### config.mk
export PLATFORM = sky130hd
export DESIGN_NAME = ccrb_alu
export DESIGN_NICKNAME = d
export VERILOG_FILES = /design/src/hw/rtl/ccrb_pkg.sv /design/src/hw/rtl/ccrb_alu.sv
export SDC_FILE = /design/constraint.sdc
export NUM_CORES = 1
export LEC_CHECK = 0
export BUFFER_PORTS_ARGS = -buffer_cell sky130_fd_sc_hd__buf_2
export CAP_MARGIN = 20
export CORE_MARGIN = 2
export CORE_UTILIZATION = 33
export CTS_CLUSTER_SIZE = 28
export DETAILED_ROUTE_END_ITERATION = 6
export GPL_TIMING_DRIVEN = 0
export HOLD_SLACK_MARGIN = 0.12
export PLACE_DENSITY = 0.58
export SYNTH_ARGS = -nofsm -noshare
export SYNTH_HDL_FRONTEND = slang
export SYNTH_SLANG_ARGS = --single-unit
### constraint.sdc
create_clock -name clk -period 7.7 [get_ports clk]
set_input_delay 0.77 -clock clk [delete_from_list [all_inputs] [get_ports clk]]
set_output_delay 0.77 -clock clk [all_outputs]
set_load 0.05 [all_outputs]
### src/hw/rtl/ccrb_pkg.sv
// ----------------------------------------------------------------------------
// ccrb_pkg: shared types and constants for the code point bitmap
// Kinds, parse phases, radix codes, character constants and classing functions.
// ----------------------------------------------------------------------------
package ccrb_pkg;
  localparam int unsigned MAX_POINTS_DEF = 65536;
  localparam int unsigned VALUE_BITS_DEF = 24;
  localparam int unsigned CFG_BITS       = 17;
  localparam int unsigned CP_BITS        = 21;

  localparam logic [2:0] KIND_SPEC  = 3'd0;
  localparam logic [2:0] KIND_END   = 3'd1;
  localparam logic [2:0] KIND_QUERY = 3'd2;
  localparam logic [2:0] KIND_CLR   = 3'd3;
  localparam logic [2:0] KIND_CLRALL = 3'd4;

  localparam logic [3:0] PH_LEAD   = 4'd0;
  localparam logic [3:0] PH_N1     = 4'd1;
  localparam logic [3:0] PH_N1HEX  = 4'd2;
  localparam logic [3:0] PH_N1DIG  = 4'd3;
  localparam logic [3:0] PH_AFTER1 = 4'd4;
  localparam logic [3:0] PH_DASH   = 4'd5;
  localparam logic [3:0] PH_N2     = 4'd6;
  localparam logic [3:0] PH_N2HEX  = 4'd7;
  localparam logic [3:0] PH_N2DIG  = 4'd8;
  localparam logic [3:0] PH_AFTER2 = 4'd9;
  localparam logic [3:0] PH_SKIP   = 4'd10;

  localparam logic [1:0] RADIX_DEC = 2'd0;
  localparam logic [1:0] RADIX_OCT = 2'd1;
  localparam logic [1:0] RADIX_HEX = 2'd2;

  localparam logic [7:0] CH_DASH  = 8'h2D;
  localparam logic [7:0] CH_COMMA = 8'h2C;
  localparam logic [7:0] CH_SPACE = 8'd32;

  function automatic logic is_ws(input logic [7:0] c);
    return (c == CH_SPACE) || (c >= 8'd9 && c <= 8'd13);
  endfunction

  function automatic logic is_dec(input logic [7:0] c);
    return c >= 8'h30 && c <= 8'h39;
  endfunction

  function automatic logic [4:0] hex_val(input logic [7:0] c);
    logic [4:0] v;
    if (c >= 8'h30 && c <= 8'h39) v = 5'(c - 8'h30);
    else if (c >= 8'h61 && c <= 8'h66) v = 5'(c - 8'h61 + 8'd10);
    else if (c >= 8'h41 && c <= 8'h46) v = 5'(c - 8'h41 + 8'd10);
    else v = 5'd16;
    return v;
  endfunction
endpackage

### src/hw/rtl/ccrb_alu.sv
// ----------------------------------------------------------------------------
// ccrb_alu: shared accumulate unit
// Registers accum * radix + digit, saturated, in the cycle after a start.
// ----------------------------------------------------------------------------
module ccrb_alu import ccrb_pkg::*; #(
  parameter int unsigned VALUE_BITS = VALUE_BITS_DEF
) (
  input  logic                  clk,
  input  logic                  rst,
  input  logic                  go,
  input  logic [VALUE_BITS-1:0] a,
  input  logic [1:0]            radix,
  input  logic [4:0]            d,
  output logic                  done,
  output logic [VALUE_BITS-1:0] q
);
  logic [VALUE_BITS+4:0] prod;
  always_comb begin
    unique case (radix)
      RADIX_HEX: prod = ({5'd0, a} << 4) + (VALUE_BITS+5)'(d);
      RADIX_OCT: prod = ({5'd0, a} << 3) + (VALUE_BITS+5)'(d);
      default:   prod = ({5'd0, a} << 3) + ({5'd0, a} << 1) + (VALUE_BITS+5)'(d);
    endcase
  end
  always_ff @(posedge clk) begin
    if (rst) done <= 1'b0;
    else done <= go;
    q <= (prod[VALUE_BITS+4:VALUE_BITS] != '0) ? '1 : prod[VALUE_BITS-1:0];
  end
endmodule

==> results of run 1 <==
## cells in the final DEF, fill, tap and decap left out, drive strengths merged, types with 10 or more instances in the layout
master,n
a21o,20
a21oi,26
a221oi,12
a22oi,12
buf,69
clkbuf,21
dfxtp,25
ha,52
inv,14
nand2,53
nand3,19
nor2,24
nor3,10
o211ai,21
o21ai,16
xnor2,26
xor2,23
## worst min path at each step
stage / from / end
5_1_grt: rst / done
4_1_cts: rst / done
3_5_place_dp: rst / done
6_report: rst / done
2_1_floorplan: rst / done
3_3_place_gp: rst / done
## cell type report
class	count	area, sq um
buffer	29	144
clock buffer	3	41.3
clock inverter	1	7.51
fill	1126	6670
inverter	14	52.6
multi-input combinational	404	3010
sequential	25	500
tap	140	175
timing repair buffer	58	290
## cells in the mapped netlist, types with 2 or more instances
library cell	number
a211oi_2	3
clkbuf_2	2
a21o_1	20
nor2_1	24
nor2b_1	4
a31oi_1	9
xnor2_1	26
nor4_1	6
o21a_1	4
fa_1	4
or3_1	6
o31ai_1	4
buf_6	3
a22oi_1	12
nor3_1	9
nand3_1	19
nand4_1	8
and3_1	5
o211ai_1	17
o21ai_0	16
buf_2	8
o22ai_1	2
or2_2	5
ha_1	52
nand2b_1	4
and2_1	2
nand2_1	53
inv_1	14
dfxtp_1	25
and4_1	2
xor2_1	23
clkbuf_1	16
a21oi_1	26
a221oi_1	12
o211ai_2	4
## per-stage QoR
step | setup slack, ns | total power, uW
global route | 2.71 | 687
detailed placement | 2.69 | 553
finish | 2.94 | 643
floorplan | 3.69 | 452
CTS | 2.98 | 645
global placement | 2.69 | 550
## flip-flops by register name, summed over array words and instances (netlist names)
name  count
done      1
q        24
## routing by layer
metal	wire length (um)	share of wire, %	vias to the layer above
met5	0	0	-
li1	-	-	1886
met3	639	5.6	20
met4	335	2.9	0
met1	5440	48	1736
met2	5000	44	127
## power by group
group	internal, uW	switching, uW	total, uW
clock	37.0	52.6	89.6
sequential	151	4.40	155
combinational	134	264	398
## logic make-up (layout without fill, tap and decap cells)
logic type	count (synthesis)	in the layout	share of synthesized area [%]
compound gates	143	143	28.3
xor+xnor	49	49	11.6
fa+ha+maj	56	56	19.7
buf+inv	43	105	5.30
flops	25	25	13.5
mux	2	2	0.675
simple gates	154	154	20.9
==> results.ini, run 1 <==
[status]
status=finished clean

[timing]
relSlewSlack_pct=46.2
min_period_ns=4.76
hold_ws_ns=0.628
hold_violations=0
min_period_over_period_pct=61.9
max_freq_ghz=0.210
rsz0062_at_grt=false
finalSetupTns_ns=0
slew_viol_final=0
worst_pin_slew_ns=0.801
setup_viol=0

[setup_path]
cp_cell_sequence=buf_2, buf_2, inv_1, fa_1, fa_1, nand2b_1, a21oi_1, nor4_1, o31ai_1, a31oi_1, xnor2_1, o41ai_4, buf_6, o211ai_1
crit_slowest_cell=o41ai_4
cp_max_fo=10
path_buf_inv=4
cp-endpoint=q[17]
critPathKind=in -> reg
startpoint_type=primary input
crit_arrival_ns=4.91
cp-end-kind=register
cp_num_cells=14
startpoint=a[2]
max_stage_delay_ns=0.61
required_ns=7.84
cpLargestDelayFamily=compound AO/OA/AOI/OAI gates

[cts]
clock-sinks=25
cts_tree=built
cts_setup_buffers=0
cts_root_buffer=clkbuf_8
cts_buffers=3
cts_resized=0
htreeDepth=1
clk_pin_slew_ns=0.11
cts.path.max_buffers=2
cts.hold.buffers_added=0

[detailed_routing]
routed_wl_um=11400
viasPerCell=5.59
routed-via-count=3769
wl_per_cell_um=16.9
remaining_drc_errors=0
drt_iter0_drc=237
dr.pass1.iters=5
drt.antenna.violating_nets=0

[logic_synthesis]
yosysTopAreaCellShare_pct=17.6
async_reset_ff_share_pct=0
synth_edf_count=0
synth_cell_types=58
synth-main-ff-cell=dfxtp_1
synth_area_sq_um=3710
syn_nets=562
synth.ff_latch_count=25
ys_seq_area_share_pct=13.5
syn_avg_cell_area_sq_um=7.85
yosysTopAreaCell=ha_1
syn_inst=472
ys.warnings.count=0
synth_top_cells_by_area=ha_1 18%, dfxtp_1 14%, xnor2_1 6.1%, xor2_1 5.4%, nand2_1 5.4%

[layout]
post-route-util_pct=38.8
design_area_sq_um=4220
nets=625
area_delta_synth_final_pct=13.9
final_cells=674
drive_above_1_share_pct=17.8
n_antenna_cell=0

[floorplan]
rows=38
io_pins=59
fp.dieW_um=110
initial_core_util_pct=34.0
die_y_um=110
core_area_sq_um=10900
dieArea_sq_um=12100

[placement]
hpwl_um=9230
dpl_cell_area_sq_um=4170
dp_cells=670
routabilityCongestion=0.910
portBuffers=58

[worst_hold_path]
min_path_type=in -> reg
min_path_cells=2

[job]
max-cap-violations=0

[power_and_ir_drop]
power_density_nw_per_um2=152
p_leak_uw=0.00187
peakVddDrop_v=0.0000784

[global_route]
gr-total-overflow=0
antenna_found_initial=0
grt_pass1_wl_um=18100
first_global_vias=3520
grtUsageMet1_pct=26.9
met3_usage_pct=2.00
grt_max_degree=16
busiest_layer=met2
grt_usage_pct=19.2
grtUsageMet2_pct=30.3

Note: power is estimated with default switching activity, not from simulation.
==> run 2, diff against run 1 <==
PLACE_DENSITY = 0.6   (was 0.58)
clock period = 4.1 ns   (was 7.7 ns; I/O delays follow)
==> run 2 against run 1 <==
Effect of this change: count of clock-buffer cells in the layout did not move; sequential cell count did not move; cell area rose by 0.39%; sequential power rose by 88%; power rose by 88%; first-iteration DRC count rose by 3.8%; non-clock buffer count rose by 1; global-route usage rose by 0.076 points; cell count rose by 0.15%.
==> results.ini, run 2 (same netlist as run 1, synthesis figures left out) <==
[power_and_ir_drop]
p_leak_uw=0.00188  ; was 0.00187 uW
switchingPower_uw=600  ; was 321 uW
switching_share_pct=49.7  ; was 49.9%
peakVddDrop_v=0.000141  ; was 0.0000784 V
power_uw=1210  ; was 643 uW
power.internal_uw=607  ; was 322 uW
comb_power_share_pct=62.4  ; was 61.9%
power_density_nw_per_um2=285  ; was 152 nW/um^2
power_frac_seq_pct=24.2  ; about the same
power_frac_clock_pct=13.4  ; was 13.9%

[detailed_routing]
dr.pass1.iters=5  ; unchanged
drt.antenna.violating_nets=0  ; unchanged
wl_per_cell_um=16.9  ; about the same
drt_iter0_drc=246  ; was 237
remaining_drc_errors=0  ; unchanged
routed_wl_um=11400  ; about the same
routed-via-count=3791  ; was 3769
viasPerCell=5.62  ; was 5.59

[floorplan]
die_y_um=110  ; unchanged
dieArea_sq_um=12100  ; unchanged
initial_core_util_pct=34.0  ; unchanged
core_area_sq_um=10900  ; unchanged
io_pins=59  ; unchanged
fp.dieW_um=110  ; unchanged
rows=38  ; unchanged

[timing]
hold_ws_ns=0.270  ; was 0.628 ns
setup_viol=0  ; unchanged
max_freq_ghz=0.261
slew_viol_final=0  ; unchanged
min_period_over_period_pct=93.4
hold_violations=0  ; unchanged
relSlewSlack_pct=46.4  ; was 46.2%
rsz0062_at_grt=false  ; unchanged
worst_pin_slew_ns=0.798  ; was 0.801 ns
min_period_ns=3.83

[cts]
cts.path.max_buffers=2  ; unchanged
htreeDepth=1  ; unchanged
cts_tree=built  ; unchanged
clock-sinks=25  ; unchanged
cts_buffers=3  ; unchanged
cts_root_buffer=clkbuf_8  ; unchanged
clk_pin_slew_ns=0.10  ; was 0.11 ns

[placement]
routabilityCongestion=0.925  ; was 0.910
dp_cells=670  ; unchanged
hpwl_um=9260  ; was 9230 um
portBuffers=58  ; unchanged
dpl_cell_area_sq_um=4170  ; unchanged

[layout]
design_area_sq_um=4240  ; was 4220 sq um
area_delta_synth_final_pct=14.3  ; was 13.9%
post-route-util_pct=38.9  ; was 38.8%
register_area_sq_um=500  ; unchanged
n_antenna_cell=0  ; unchanged
regMostFlops=q  ; unchanged
largest_reg_flops=24  ; unchanged
multiInputGateArea_sq_um=3020  ; was 3010 sq um
drive_above_1_share_pct=18.3  ; was 17.8%
fillers=1153  ; was 1126
layout_commonest_cell=buf_2  ; unchanged
final_cells=675  ; was 674
reg_top3=q (24), done (1)  ; unchanged
nets=626  ; was 625
most-common-layout-cells=66 x buf_2, 53 x nand2_1, 52 x ha_1, 26 x xnor2_1  ; was 66 x buf_2, 53 x nand2_1, 52 x ha_1, 26 x a21oi_1, 26 x xnor2_1

[setup_path]
max_stage_delay_ns=0.51  ; was 0.61 ns
crit_arrival_ns=3.97  ; was 4.91 ns
path_buf_inv=5  ; was 4
required_ns=4.24  ; was 7.84 ns
startpoint_type=primary input  ; unchanged
critPathKind=in -> reg  ; unchanged
cpLargestDelayFamily=compound AO/OA/AOI/OAI gates  ; unchanged
cp-end-kind=register  ; unchanged
crit_slowest_cell=fa_1  ; was o41ai_4
cp_max_fo=10  ; unchanged
cp_cell_sequence=buf_2, buf_2, inv_1, fa_1, fa_1, nand2b_1, a21oi_2, nor4_1, o31ai_2, a31oi_1, xnor2_1, o41ai_4, buf_4, buf_6, o211ai_1  ; was buf_2, buf_2, inv_1, fa_1, fa_1, nand2b_1, a21oi_1, nor4_1, o31ai_1, a31oi_1, xnor2_1, o41ai_4, buf_6, o211ai_1

[status]
status=finished clean  ; unchanged

[global_route]
grt_usage_pct=19.3  ; was 19.2%
gr-total-overflow=0  ; unchanged
first_global_vias=3634  ; was 3520
grt_max_degree=16  ; unchanged
antenna_found_initial=0  ; unchanged
grt_pass1_wl_um=18500  ; was 18100 um

[job]
max-cap-violations=0  ; unchanged

[worst_hold_path]
min_path_type=in -> reg  ; unchanged

## run 2: cell count changes in the layout (fill, tap and decap cells not counted)
cell	before	now
a21oi_2	0	1
o31ai_2	1	2
buf_4	0	1
a21oi_1	26	25
o31ai_1	4	3
## run 2: metal layers
metal,global-route usage (%),share of wire [%]
met1,27.2,48
met5,0,0
met3,1.29,4.9
met2,31.5,45
met4,5.42,1.7
## run 2: repair_timing
action | in CTS | in global routing
setup buffers | 0 | 1
hold buffers | 0 | 0
endpoints found under the setup margin | 24 | 20
pin swaps | 0 | 1
gates resized for setup | 2 | 0
## run 2: layout make-up
class                      instances  share of cell area, %
sequential                        25                   11.8
clock inverter                     1                  0.177
timing repair buffer              59                   7.03
tap                              140                   4.13
buffer                            29                   3.40
inverter                          14                   1.24
multi-input combinational        404                   71.2
clock buffer                       3                  0.975
## run 2: worst paths after layout
check             from  slack, ns  cells past startpoint     to
hold / removal     rst       0.27                      2   done
setup / recovery  a[2]       0.27                     15  q[17]
## run 2: power groups by stage
stage	sequential, uW	combinational [uW]	clock, uW
finish	292	753	162
global route	296	817	178
floorplan	445	405	0
CTS	293	749	168
global placement	297	734	0
detailed placement	298	742	0
## run 2: per-stage QoR
step           setup slack (ns)  setup TNS [ns]
2_1_floorplan             0.451               0
5_1_grt                  0.0403               0
4_1_cts                  0.0501               0
3_5_place_dp             -0.537          -10.64
3_3_place_gp             -0.525          -10.20
6_report                  0.270               0
