===== config.mk =====
export PLATFORM = sky130hd
export DESIGN_NAME = ccrb_parser
export DESIGN_NICKNAME = d
export VERILOG_FILES = /design/src/hw/rtl/ccrb_pkg.sv /design/src/hw/rtl/ccrb_parser.sv
export SDC_FILE = /design/constraint.sdc
export NUM_CORES = 1
export LEC_CHECK = 0
export BUFFER_PORTS_ARGS = -buffer_cell sky130_fd_sc_hd__buf_4
export CAP_MARGIN = 25
export CORE_ASPECT_RATIO = 1.5
export CORE_MARGIN = 2
export CORE_UTILIZATION = 53
export DETAILED_ROUTE_END_ITERATION = 7
export PLACE_DENSITY_LB_ADDON = 0.3
export SLEW_MARGIN = 15
export SYNTH_ARGS = -nofsm -noshare
export SYNTH_HDL_FRONTEND = slang
export SYNTH_SLANG_ARGS = --single-unit
export TNS_END_PERCENT = 50

===== constraint.sdc =====
create_clock -name clk -period 3.9 [get_ports clk]
set_clock_uncertainty 0.05 [all_clocks]
set_input_delay 0.585 -clock clk [delete_from_list [all_inputs] [get_ports clk]]
set_output_delay 0.585 -clock clk [all_outputs]
set_load 0.005 [all_outputs]

===== src/hw/rtl/ccrb_pkg.sv =====
// ----------------------------------------------------------------------------
// ccrb_pkg: shared types and constants for the code point bitmap
// Kinds, parse phases, radix codes, character constants and classing functions.
// ----------------------------------------------------------------------------
package ccrb_pkg;
  localparam int unsigned MAX_POINTS_DEF = 65536;
  localparam int unsigned VALUE_BITS_DEF = 24;
  localparam int unsigned CFG_BITS       = 17;
  localparam int unsigned CP_BITS        = 21;

  localparam logic [2:0] KIND_SPEC  = 3'd0;
  localparam logic [2:0] KIND_END   = 3'd1;
  localparam logic [2:0] KIND_QUERY = 3'd2;
  localparam logic [2:0] KIND_CLR   = 3'd3;
  localparam logic [2:0] KIND_CLRALL = 3'd4;

  localparam logic [3:0] PH_LEAD   = 4'd0;
  localparam logic [3:0] PH_N1     = 4'd1;
  localparam logic [3:0] PH_N1HEX  = 4'd2;
  localparam logic [3:0] PH_N1DIG  = 4'd3;
  localparam logic [3:0] PH_AFTER1 = 4'd4;
  localparam logic [3:0] PH_DASH   = 4'd5;
  localparam logic [3:0] PH_N2     = 4'd6;
  localparam logic [3:0] PH_N2HEX  = 4'd7;
  localparam logic [3:0] PH_N2DIG  = 4'd8;
  localparam logic [3:0] PH_AFTER2 = 4'd9;
  localparam logic [3:0] PH_SKIP   = 4'd10;

  localparam logic [1:0] RADIX_DEC = 2'd0;
  localparam logic [1:0] RADIX_OCT = 2'd1;
  localparam logic [1:0] RADIX_HEX = 2'd2;

  localparam logic [7:0] CH_DASH  = 8'h2D;
  localparam logic [7:0] CH_COMMA = 8'h2C;
  localparam logic [7:0] CH_SPACE = 8'd32;

  function automatic logic is_ws(input logic [7:0] c);
    return (c == CH_SPACE) || (c >= 8'd9 && c <= 8'd13);
  endfunction

  function automatic logic is_dec(input logic [7:0] c);
    return c >= 8'h30 && c <= 8'h39;
  endfunction

  function automatic logic [4:0] hex_val(input logic [7:0] c);
    logic [4:0] v;
    if (c >= 8'h30 && c <= 8'h39) v = 5'(c - 8'h30);
    else if (c >= 8'h61 && c <= 8'h66) v = 5'(c - 8'h61 + 8'd10);
    else if (c >= 8'h41 && c <= 8'h46) v = 5'(c - 8'h41 + 8'd10);
    else v = 5'd16;
    return v;
  endfunction
endpackage


===== src/hw/rtl/ccrb_parser.sv =====
// ----------------------------------------------------------------------------
// ccrb_parser: range list parser
// Steps the parse state over one spec byte per step; a step may hand off a
// fill request and then be repeated for the same byte (reprocess).
// ----------------------------------------------------------------------------
module ccrb_parser import ccrb_pkg::*; #(
  parameter int unsigned VALUE_BITS = VALUE_BITS_DEF
) (
  input  logic                  clk,
  input  logic                  rst,
  input  logic                  step,      // apply one step
  input  logic                  is_end,    // end-of-spec step
  input  logic [7:0]            ch,
  output logic                  again,     // byte must be processed again
  output logic                  err,
  output logic                  fill,
  output logic [VALUE_BITS-1:0] fill_lo,
  output logic [VALUE_BITS-1:0] fill_hi,
  output logic                  mul_go,    // accumulate through shared unit
  output logic [4:0]            mul_d,
  input  logic                  mul_done,
  input  logic [VALUE_BITS-1:0] mul_q,
  output logic [VALUE_BITS-1:0] accum,
  output logic [1:0]            radix
);
  logic [3:0]            phase, phase_next;
  logic [VALUE_BITS-1:0] rstart, rstart_next, accum_next;
  logic [1:0]            radix_next;
  logic [4:0]            hv, rd;
  logic                  nb_n2;

  always_comb begin
    hv = hex_val(ch);
    rd = hv;
    if (radix == RADIX_DEC && hv > 5'd9) rd = 5'd16;
    if (radix == RADIX_OCT && hv > 5'd7) rd = 5'd16;
    nb_n2 = phase >= PH_N2;
    phase_next = phase; rstart_next = rstart; accum_next = accum; radix_next = radix;
    again = 1'b0; err = 1'b0; fill = 1'b0; fill_lo = rstart; fill_hi = rstart;
    mul_go = 1'b0; mul_d = rd;
    if (mul_done) accum_next = mul_q;
    if (step && is_end) begin
      unique case (phase)
        PH_N1HEX: begin fill = 1'b1; fill_lo = '0; fill_hi = '0; err = 1'b1; end
        PH_N1, PH_N1DIG: begin fill = 1'b1; fill_lo = accum; fill_hi = accum; end
        PH_AFTER1: fill = 1'b1;
        PH_DASH: begin fill = 1'b1; err = 1'b1; end
        PH_N2HEX: begin fill = 1'b1; fill_hi = '0; err = 1'b1; end
        PH_N2, PH_N2DIG: begin fill = 1'b1; fill_hi = accum; end
        default: ;
      endcase
      phase_next = PH_LEAD; rstart_next = '0; accum_next = '0; radix_next = RADIX_DEC;
    end else if (step) begin
      unique case (phase)
        PH_LEAD, PH_AFTER2: begin
          if (is_ws(ch)) ;
          else if (phase == PH_AFTER2 && ch == CH_COMMA) phase_next = PH_LEAD;
          else if (is_dec(ch)) begin
            accum_next = '0;
            if (ch == 8'h30) begin radix_next = RADIX_OCT; phase_next = PH_N1; end
            else begin
              radix_next = RADIX_DEC; phase_next = PH_N1DIG;
              accum_next = VALUE_BITS'(hv);
            end
          end else begin phase_next = PH_SKIP; err = 1'b1; end
        end
        PH_N1, PH_N1HEX, PH_N1DIG, PH_N2, PH_N2HEX, PH_N2DIG: begin
          if (phase == PH_N1HEX || phase == PH_N2HEX) begin
            if (hv < 5'd16) begin
              accum_next = VALUE_BITS'(hv);
              phase_next = nb_n2 ? PH_N2DIG : PH_N1DIG;
            end else begin
              fill = 1'b1; fill_hi = '0;
              if (!nb_n2) fill_lo = '0;
              phase_next = PH_SKIP; err = 1'b1;
            end
          end else if ((phase == PH_N1 || phase == PH_N2) && (ch == 8'h78 || ch == 8'h58))
          begin
            radix_next = RADIX_HEX;
            phase_next = nb_n2 ? PH_N2HEX : PH_N1HEX;
          end else if (rd < 5'd16) begin
            mul_go = 1'b1;
            phase_next = nb_n2 ? PH_N2DIG : PH_N1DIG;
          end else if (!nb_n2) begin
            rstart_next = accum; phase_next = PH_AFTER1; again = 1'b1;
          end else begin
            fill = 1'b1; fill_hi = accum; phase_next = PH_AFTER2; again = 1'b1;
          end
        end
        PH_AFTER1: begin
          if (is_ws(ch)) ;
          else if (ch == CH_DASH) phase_next = PH_DASH;
          else begin fill = 1'b1; phase_next = PH_AFTER2; again = 1'b1; end
        end
        PH_DASH: begin
          if (is_ws(ch)) ;
          else if (is_dec(ch)) begin
            accum_next = '0;
            if (ch == 8'h30) begin radix_next = RADIX_OCT; phase_next = PH_N2; end
            else begin
              radix_next = RADIX_DEC; phase_next = PH_N2DIG;
              accum_next = VALUE_BITS'(hv);
            end
          end else begin fill = 1'b1; phase_next = PH_SKIP; err = 1'b1; end
        end
        default: ;
      endcase
    end
  end

  always_ff @(posedge clk) begin
    if (rst) begin
      phase <= PH_LEAD; rstart <= '0; accum <= '0; radix <= RADIX_DEC;
    end else begin
      phase <= phase_next; rstart <= rstart_next; accum <= accum_next; radix <= radix_next;
    end
  end
endmodule


==> results of run 1 <==
==> area by class of cell <==
type | count | area, sq um | area share, %
Sequential cell | 54 | 1080 | 20.7
Clock buffer | 7 | 133 | 2.54
Multi-Input combinational cell | 380 | 2840 | 54.3
Timing Repair Buffer | 136 | 1020 | 19.5
Inverter | 8 | 30.0 | 0.574
Tap cell | 102 | 128 | 2.44
==> power groups by stage <==
stage	logic [mW]	clock network, mW	registers (mW)
after floorplan	0.288	0	0.607
after global placement	0.432	0	0.615
after detailed placement	0.436	0	0.616
after CTS	0.438	0.434	0.603
after global routing	0.488	0.451	0.607
final	0.454	0.429	0.604
==> worst reg2reg max path, delay by kind of cell, from the launching register on <==
| family | cells | cell delay [ps] |
|---|---|---|
| buffers and inverters | 1 | 300 |
| AO/OA/AOI/OAI | 3 | 690 |
| flip-flops | 1 | 580 |
| AND/OR/NAND/NOR | 3 | 1100 |
==> metal layers <==
metal | up-vias | track usage (%)
met4 | 0 | 16.8
met3 | 41 | 5.23
met1 | 2266 | 34.1
li1 | 2115 | -
met2 | 203 | 56.0
met5 | - | 0
==> path summary, 6_finish.rpt <==
kind              slack [ps]  depth (start not counted)                       to
hold / removal           440                          2  rstart[13]$_SDFFE_PP0P_
setup reg to reg        1050                          7  rstart[11]$_SDFFE_PP0P_
hold reg to reg          440                          2  rstart[13]$_SDFFE_PP0P_
setup / recovery          90                         10               fill_hi[6]
==> cell usage in the layout (no fill, tap or decap), drive strengths merged, types with 7 or more instances in the layout <==
master,count
buf,136
dfxtp,54
nor2,45
nand3,37
a21oi,37
o2111ai,28
mux2i,26
a22o,25
nand2,24
a32o,21
o21ai,19
and2,10
inv,8
o211ai,7
o22ai,7
ha,7
clkbuf,7
==> through the flow <==
step | hold WS (ps) | TNS, ps | util, %
floorplan | 411 | 0 | -
global route | 471 | 0 | 68.7
CTS | 444 | 0 | 68.2
finish | 443 | 0 | 68.7
global placement | 426 | 0 | 66.5
detailed placement | 432 | -171 | 66.5
==> logic make-up after synthesis <==
kind of cell    after synthesis
simple gates                151
compound gates              190
buf+inv                      57
flops                        54
mux                          28
xor+xnor                      3
fa+ha+maj                     7
==> registers in the layout (all words and copies together) (netlist names) <==
name,flops
accum,24
rstart,24
phase,4
radix,2
==> Yosys cell counts, types with 9 or more instances <==
cell	count	share of area, %
a22o_1	25	5.3
nor2_1	42	3.8
nand2_1	24	2.2
a21oi_1	34	4.1
clkbuf_1	24	2.2
o2111ai_1	25	5.3
a32o_1	21	5.0
o21ai_0	19	2.3
buf_2	12	1.4
and2_1	9	1.4
mux2i_1	26	6.2
dfxtp_1	54	26
nand3_1	37	4.4
==> timing repair <==
action	CTS	global route
endpoints found under the hold margin	0	0
endpoints found under the setup margin	21	22
resized for setup	0	3
cloned	0	1
pin swaps	1	1
==> impl_metrics.toml, run 1 <==
[run]
cap_viol_max_count = 0

[die]
initial_core_util_pct = 54.8
rows = 39
ioPinCount = 120
die_y_um = 113
fp.coreArea_sq_um = 7610
fp.dieArea_sq_um = 8610
die_w_um = 76.4

[route]
wl_met3_um = 860
route.met2.wl_um = 7380
routed.top_layer = "met4"
drt_pass1_iterations = 5
drc_errors = 0
vias = 4625
met1_length_um = 5180
via_per_inst = 6.73
drt.antenna.violating_nets = 0
avgRoutedWirePerCell_um = 20.3
drt-initial-drc-count = 251
drt-total-wl_um = 14000

[cts]
clkTransAtPathRegs_ps = 70
postCtsSetupBuffers = 0
cts-htree-levels = 2
cts_sinks = 54
clockRootBuffer = "clkbuf_16"
cts_buffers = 5
cts_tree = "yes"
cts_hold_buf = 0
clock_path_buffers = 2
clk_latency_ps = 290

[finish]
fin_cells = 687
final_nets = 629
drive_gt1_share_pct = 29.7
nFillCells = 661
syn_to_final_growth_pct = 25.4
antennaDiodeCount = 0
design_area_sq_um = 5230

[synthesis]
ys_seq_area_share_pct = 25.9
synth-simple-area-share_pct = 19.5
yosysWarningCount = 0
netlist_instances = 490
synth-edff-count = 0
syn-mean-instance-area_sq_um = 8.51
syn_area_sq_um = 4170
synthAdderAreaFrac_pct = 2.10
synth_xor_area_share_pct = 0.630
synth_ff_type = "dfxtp_1"
synth_fp_nets = 534
synth_compound_area_share_pct = 37.9
synth_top_family_by_area = "compound AO/OA/AOI/OAI gates"
synthMuxAreaShare_pct = 6.78
ys_seq_elements = 54
async_reset_ff_share_pct = 0
yosysUniqueCellTypes = 80

[setup_path]
worstSetupPathType = "in -> out"
timing.rr.start = "phase[0]$_SDFFE_PP0P_"
crit_path_max_fanout = 11
critical_path_buf_inv_count = 3
worstPathRequired_ps = 3260
crit_chain = "buf_4 -> inv_1 -> ha_1 -> nor3b_1 -> o21ai_0 -> and3_4 -> a2111oi_4 -> o311ai_4 -> a32o_1 -> buf_4"
max_stage_delay_ps = 580
endpoint_kind = "output pin"
cpLargestDelayFamily = "compound AO/OA/AOI/OAI gates"
path_common_cell = "buf_4"
cp.arrival_ps = 3170
critPathLaunch = "ch[1]"
crit_slowest_cell = "a2111oi_4"
start_kind = "input pin"

[sta]
finalMaxSlewViolations = 0
clock.fmax_ghz = 0.263
worst_pin_slew_ps = 957
worst_slack_ps = 94.7
setup_viol = 0
maxSlewHeadroom_pct = 36.2
finalCritPeriodShare_pct = 97.6
rsz0062_at_grt = "no"
final-hold-violation-count = 0
min_period_ps = 3810

[power_and_ir_drop]
seqPwrFrac_pct = 40.6
peakVddDrop_mv = 0.392
power_density_nw_per_um2 = 284
switching_power_mw = 0.501
p_comb_share_pct = 30.6
swShare_pct = 33.7
power_frac_clock_pct = 28.8
p_int_mw = 0.986
leakage_nw = 2.07
p_total_mw = 1.49

[min_path]
hp-start = "rstart[13]$_SDFFE_PP0P_"
holdCritPathClass = "reg -> reg"

[grt]
grt_pass1_wl_um = 21900
grt_max_degree = 37
overflow = 0
antenna_found_initial = 0
grt_use_total_pct = 30.9
grt_pass1_vias = 4453

[place]
portBuffers = 119
hpwlAfterDp_um = 9890
routabilityCongestion = 0.993
dpl-instance-area_sq_um = 5060
placed_cells = 679
place_ws_ps = -28.9

[outcome]
outcome = "complete, no violations"
No activity file was read; power rests on OpenSTA's default activity.
==> inputs of run 2 (changes only) <==
--- a/config.mk
+++ b/config.mk
@@ -7,7 +7,7 @@
 export LEC_CHECK = 0
 export BUFFER_PORTS_ARGS = -buffer_cell sky130_fd_sc_hd__buf_4
 export CAP_MARGIN = 25
-export CORE_ASPECT_RATIO = 1.5
+export CORE_ASPECT_RATIO = 1.75
 export CORE_MARGIN = 2
 export CORE_UTILIZATION = 53
 export DETAILED_ROUTE_END_ITERATION = 7
==> impl_metrics.toml, run 2 (synthesized netlist as in run 1, its figures left out) <==
[outcome]
outcome = "complete, no violations"

[sta]
clock.fmax_ghz = 0.258
hold_ws_ps = 439
setup_tns_ps = 0
finalCritPeriodShare_pct = 99.2
finalMaxSlewViolations = 0
min_period_ps = 3870
worst_pin_slew_ps = 966
setup_viol = 0
worst_slack_ps = 31.1
final-hold-violation-count = 0
rsz0062_at_grt = "yes"
maxSlewHeadroom_pct = 35.4

[setup_path]
crit_path_max_fanout = 21
start_kind = "input pin"
max_stage_delay_ps = 800
crit_slowest_cell = "o311ai_4"
critical_path_buf_inv_count = 3
cp.arrival_ps = 3230
worstSetupPathType = "in -> out"
endpoint_kind = "output pin"
crit_chain = "buf_4 -> inv_1 -> ha_2 -> or3b_1 -> o311a_4 -> a22oi_4 -> a2111oi_4 -> o311ai_4 -> a32o_1 -> buf_4"
worstPathRequired_ps = 3260
cpLargestDelayFamily = "compound AO/OA/AOI/OAI gates"
path_common_cell = "buf_4"

[die]
fp.dieArea_sq_um = 8620
die_w_um = 71.1
ioPinCount = 120
rows = 42
initial_core_util_pct = 54.7
die_y_um = 121
fp.coreArea_sq_um = 7620

[cts]
clock_path_buffers = 2
postCtsSetupBuffers = 0
cts_sinks = 54
cts_tree = "yes"
cts-htree-levels = 2
clk_latency_ps = 290
clkTransAtPathRegs_ps = 70
cts_hold_buf = 0
clockRootBuffer = "clkbuf_16"
cts_buffers = 5

[finish]
largestRegisters = "accum (24), rstart (24), phase (4)"
syn_to_final_growth_pct = 24.1
drive_gt1_share_pct = 29.7
layout_commonest_cell = "buf_4"
antennaDiodeCount = 0
final_nets = 626
most-common-layout-cells = "buf_4, dfxtp_1, nor2_1, nand3_1, a21oi_1"
fin_cells = 671

[grt]
grt_pass1_wl_um = 22200
antenna_found_initial = 0
overflow = 0
grt_pass1_vias = 4392
grt_use_total_pct = 31.8
grt_max_degree = 37

[power_and_ir_drop]
power_density_nw_per_um2 = 289
peakVddDrop_mv = 0.244
leakage_nw = 2.06
p_total_mw = 1.50

[route]
drt_pass1_iterations = 5
drt.antenna.violating_nets = 0
drc_errors = 0
vias = 4552
drt-initial-drc-count = 393
avgRoutedWirePerCell_um = 20.7
via_per_inst = 6.78
drt-total-wl_um = 13900

[place]
placed_cells = 663
hpwlAfterDp_um = 10100
place_ws_ps = -28.0
portBuffers = 119
routabilityCongestion = 0.955

[min_path]
holdCritPathClass = "reg -> reg"

[run]
cap_viol_max_count = 0
==> run 2: changes by cell type in the layout (fill, tap and decap cells not counted), sizes merged <==
| cell | previous run | this run |
|---|---|---|
| buf | 136 | 134 |
| clkbuf | 7 | 6 |
| clkinv | 0 | 2 |
| o311ai | 2 | 1 |
==> run 2: metrics by stage <==
| step | instance area (sq um) | utilization, % |
|---|---|---|
| floorplan | 4170 | - |
| global placement | 5030 | 66.0 |
| detailed placement | 5030 | 66.0 |
| CTS | 5170 | 67.9 |
| global route | 5170 | 67.9 |
| finish | 5170 | 67.9 |
==> run 2: area by class of cell <==
type	instances	area [sq um]
Inverter	8	30.0
Timing Repair Buffer	134	1010
Clock inverter	2	13.8
Clock buffer	6	129
Tap cell	88	110
Fill cell	644	2450
Sequential cell	54	1080
Multi-Input combinational cell	379	2800
==> run 2: path summary, 6_finish.rpt <==
kind	startpoint	end	slack, ps	cells past startpoint
worst max-delay path	ch[0]	fill_hi[6]	30	10
worst max register to register	phase[0]$_SDFFE_PP0P_	rstart[11]$_SDFFE_PP0P_	900	9
worst min-delay path	radix[0]$_SDFFE_PP0P_	radix[0]$_SDFFE_PP0P_	440	2
worst min register to register	radix[0]$_SDFFE_PP0P_	radix[0]$_SDFFE_PP0P_	440	2
==> run 2: report_power, final <==
| part | internal (mW) | switching (mW) | total, mW |
|---|---|---|---|
| clock network | 0.239 | 0.209 | 0.448 |
| logic | 0.173 | 0.272 | 0.444 |
| registers | 0.572 | 0.0321 | 0.604 |
==> run 2: timing repair <==
item                                    CTS  global route
endpoints found under the setup margin   21            22
gates resized for setup                   0             1
hold endpoints to repair                  0             0
pin swaps                                 1             6
==> run 2: worst reg2reg max path, delay by kind of cell (launching register included) <==
| kind | cells | cell delay [ps] |
|---|---|---|
| simple gates | 4 | 1130 |
| buf+inv | 3 | 820 |
| flops | 1 | 620 |
| compound gates | 2 | 280 |
==> run 2: routing by layer <==
metal  part of all wire (%)  GRT usage [%]  wire, um  up-vias
li1                       -              -         -     2094
met1                     37           36.1      5170     2195
met2                     53           58.1      7370      224
met3                    5.5           3.16       768       39
met4                    4.2           15.2       579        0
met5                      0              0         0        -
==> inputs of run 3 (changes only) <==
--- a/config.mk
+++ b/config.mk
@@ -9,7 +9,7 @@
 export CAP_MARGIN = 25
 export CORE_ASPECT_RATIO = 1.75
 export CORE_MARGIN = 2
-export CORE_UTILIZATION = 53
+export CORE_UTILIZATION = 40
 export DETAILED_ROUTE_END_ITERATION = 7
 export PLACE_DENSITY_LB_ADDON = 0.3
 export SLEW_MARGIN = 15
==> constraint.sdc (replaced) <==
create_clock -name clk -period 3.9 [get_ports clk]
set_clock_uncertainty 0.05 [all_clocks]
set_input_delay 0.585 -clock clk [delete_from_list [all_inputs] [get_ports clk]]
set_output_delay 0.585 -clock clk [all_outputs]
set_load 0.1 [all_outputs]
==> impl_metrics.toml, run 3 (synthesized netlist as in run 1, its figures left out) <==
[finish]
largestRegisters = "accum (24), rstart (24), phase (4)"
most-common-layout-cells = "buf_4, dfxtp_1, nor2_1, nand3_1, a21oi_1"
syn_to_final_growth_pct = 32.9
final_nets = 641
drive_gt1_share_pct = 33.3
fin_cells = 725
antennaDiodeCount = 0
layout_commonest_cell = "buf_4"

[setup_path]
r2r_slack_ps = 1270
cp.arrival_ps = 3140
timing.rr.start = "phase[3]$_SDFFE_PP0P_"
r2r_end = "rstart[8]$_SDFFE_PP0P_"
critPathLaunch = "ch[1]"
worstPathRequired_ps = 3260
crit_chain = "buf_4 -> inv_1 -> ha_1 -> or3b_1 -> o311a_4 -> a22oi_4 -> a211oi_4 -> or2_2 -> ha_1 -> nand2_1 -> o21ai_0 -> o311a_2 -> buf_4"
worstSetupPathType = "in -> out"
worst_r2r_path_depth = 8
endpoint_kind = "output pin"
crit_slowest_cell = "or3b_1"
start_kind = "input pin"
crit_path_max_fanout = 9
max_stage_delay_ps = 380

[place]
place_ws_ps = -107
portBuffers = 119
hpwlAfterDp_um = 11100
routabilityCongestion = 0.947
placed_cells = 716

[sta]
finalCritPeriodShare_pct = 96.7
min_period_ps = 3770
finalMaxSlewViolations = 0
rsz0062_at_grt = "no"
setup_tns_ps = 0
worst_slack_ps = 127
setup_viol = 0
final-hold-violation-count = 0
maxSlewHeadroom_pct = 38.0
clock.fmax_ghz = 0.265
worst_pin_slew_ps = 930

[grt]
grt_pass1_vias = 4637
grt_use_total_pct = 26.3
antenna_found_initial = 0
grt_pass1_wl_um = 23600
overflow = 0
grt_max_degree = 26

[die]
rows = 49
fp.dieArea_sq_um = 11300
die_y_um = 139
die_w_um = 81.2
initial_core_util_pct = 40.7
fp.coreArea_sq_um = 10200
ioPinCount = 120

[cts]
cts_hold_buf = 0
clkTransAtPathRegs_ps = 70
cts_tree = "yes"
clockRootBuffer = "clkbuf_16"
cts_sinks = 54
cts-htree-levels = 2
clk_latency_ps = 290
clock_path_buffers = 2
cts_buffers = 5

[min_path]
hp-start = "rstart[20]$_SDFFE_PP0P_"
worstHoldPathCells = 2
holdCritPathClass = "reg -> reg"
hold_path_end = "rstart[20]$_SDFFE_PP0P_"

[route]
vias = 4582
avgRoutedWirePerCell_um = 20.8
drc_errors = 0
drt-initial-drc-count = 243
drt-total-wl_um = 15100
drt.antenna.violating_nets = 0
drt_pass1_iterations = 7
via_per_inst = 6.32

[run]
cap_viol_max_count = 0

[power_and_ir_drop]
leakage_nw = 2.19
power_density_nw_per_um2 = 317
p_total_mw = 1.76
peakVddDrop_mv = 0.287

[outcome]
outcome = "complete, no violations"
run 3: cell types whose count changed in the layout (fill, tap and decap cells not counted), sizes merged:
| cell | before | now |
|---|---|---|
| o311ai | 1 | 2 |
| buf | 134 | 148 |
| clkinv | 2 | 1 |
| clkbuf | 6 | 7 |
run 3: worst max-delay path, delay by kind of cell:
family	cells	cell delay [ps]
AO/OA/AOI/OAI	5	890
AND/OR/NAND/NOR	3	770
buffers and inverters	3	460
adder cells (fa/ha/maj)	2	420
run 3: power breakdown:
part / switching, mW / internal (mW) / total (mW) / leakage (nW)
sequential: 0.0330 / 0.572 / 0.605 / 0.439
clock: 0.204 / 0.256 / 0.459 / 0.0739
combinational: 0.497 / 0.195 / 0.692 / 1.68
total: 0.734 / 1.02 / 1.76 / 2.19
run 3: routing by layer:
metal / part of all wire, % / global-route usage [%] / vias up
met5: 0 / 0 / -
li1: - / - / 2135
met1: 36 / 28.8 / 2199
met4: 4.6 / 13.9 / 0
met3: 5.3 / 2.60 / 49
met2: 54 / 48.0 / 199
run 3: cell type report:
class                           count  area [sq um]
Fill cell                         929          4700
Multi-Input combinational cell    380          2900
Timing Repair Buffer              148          1220
Sequential cell                    54          1080
Tap cell                          127           159
Clock buffer                        7           143
Inverter                            8          30.0
Clock inverter                      1          5.00
run 3: metrics by stage:
stage | hold WS (ps) | utilization, % | instance area [sq um]
after floorplan | 411 | - | 4230
after global placement | 428 | 51.3 | 5250
after detailed placement | 434 | 51.3 | 5250
after CTS | 447 | 53.7 | 5500
after global routing | 469 | 54.1 | 5540
final | 446 | 54.1 | 5540
run 3: how the worst max path moves through the flow:
stage                     slack [ps]  cells after the start           to
after global routing              30                     13         fill
final                            130                     13         fill
after floorplan                 -440                      9  fill_hi[21]
after global placement            10                     10  fill_hi[17]
after CTS                        -20                     10  fill_hi[23]
after detailed placement        -110                     10   fill_hi[1]
run 3: repair_timing:
item / in CTS / in global routing
pin swaps: 12 / 3
gates cloned: 0 / 1
hold endpoints to repair: 0 / 0
endpoints found under the setup margin: 21 / 21
setup buffers: 0 / 0
resized for setup: 29 / 4
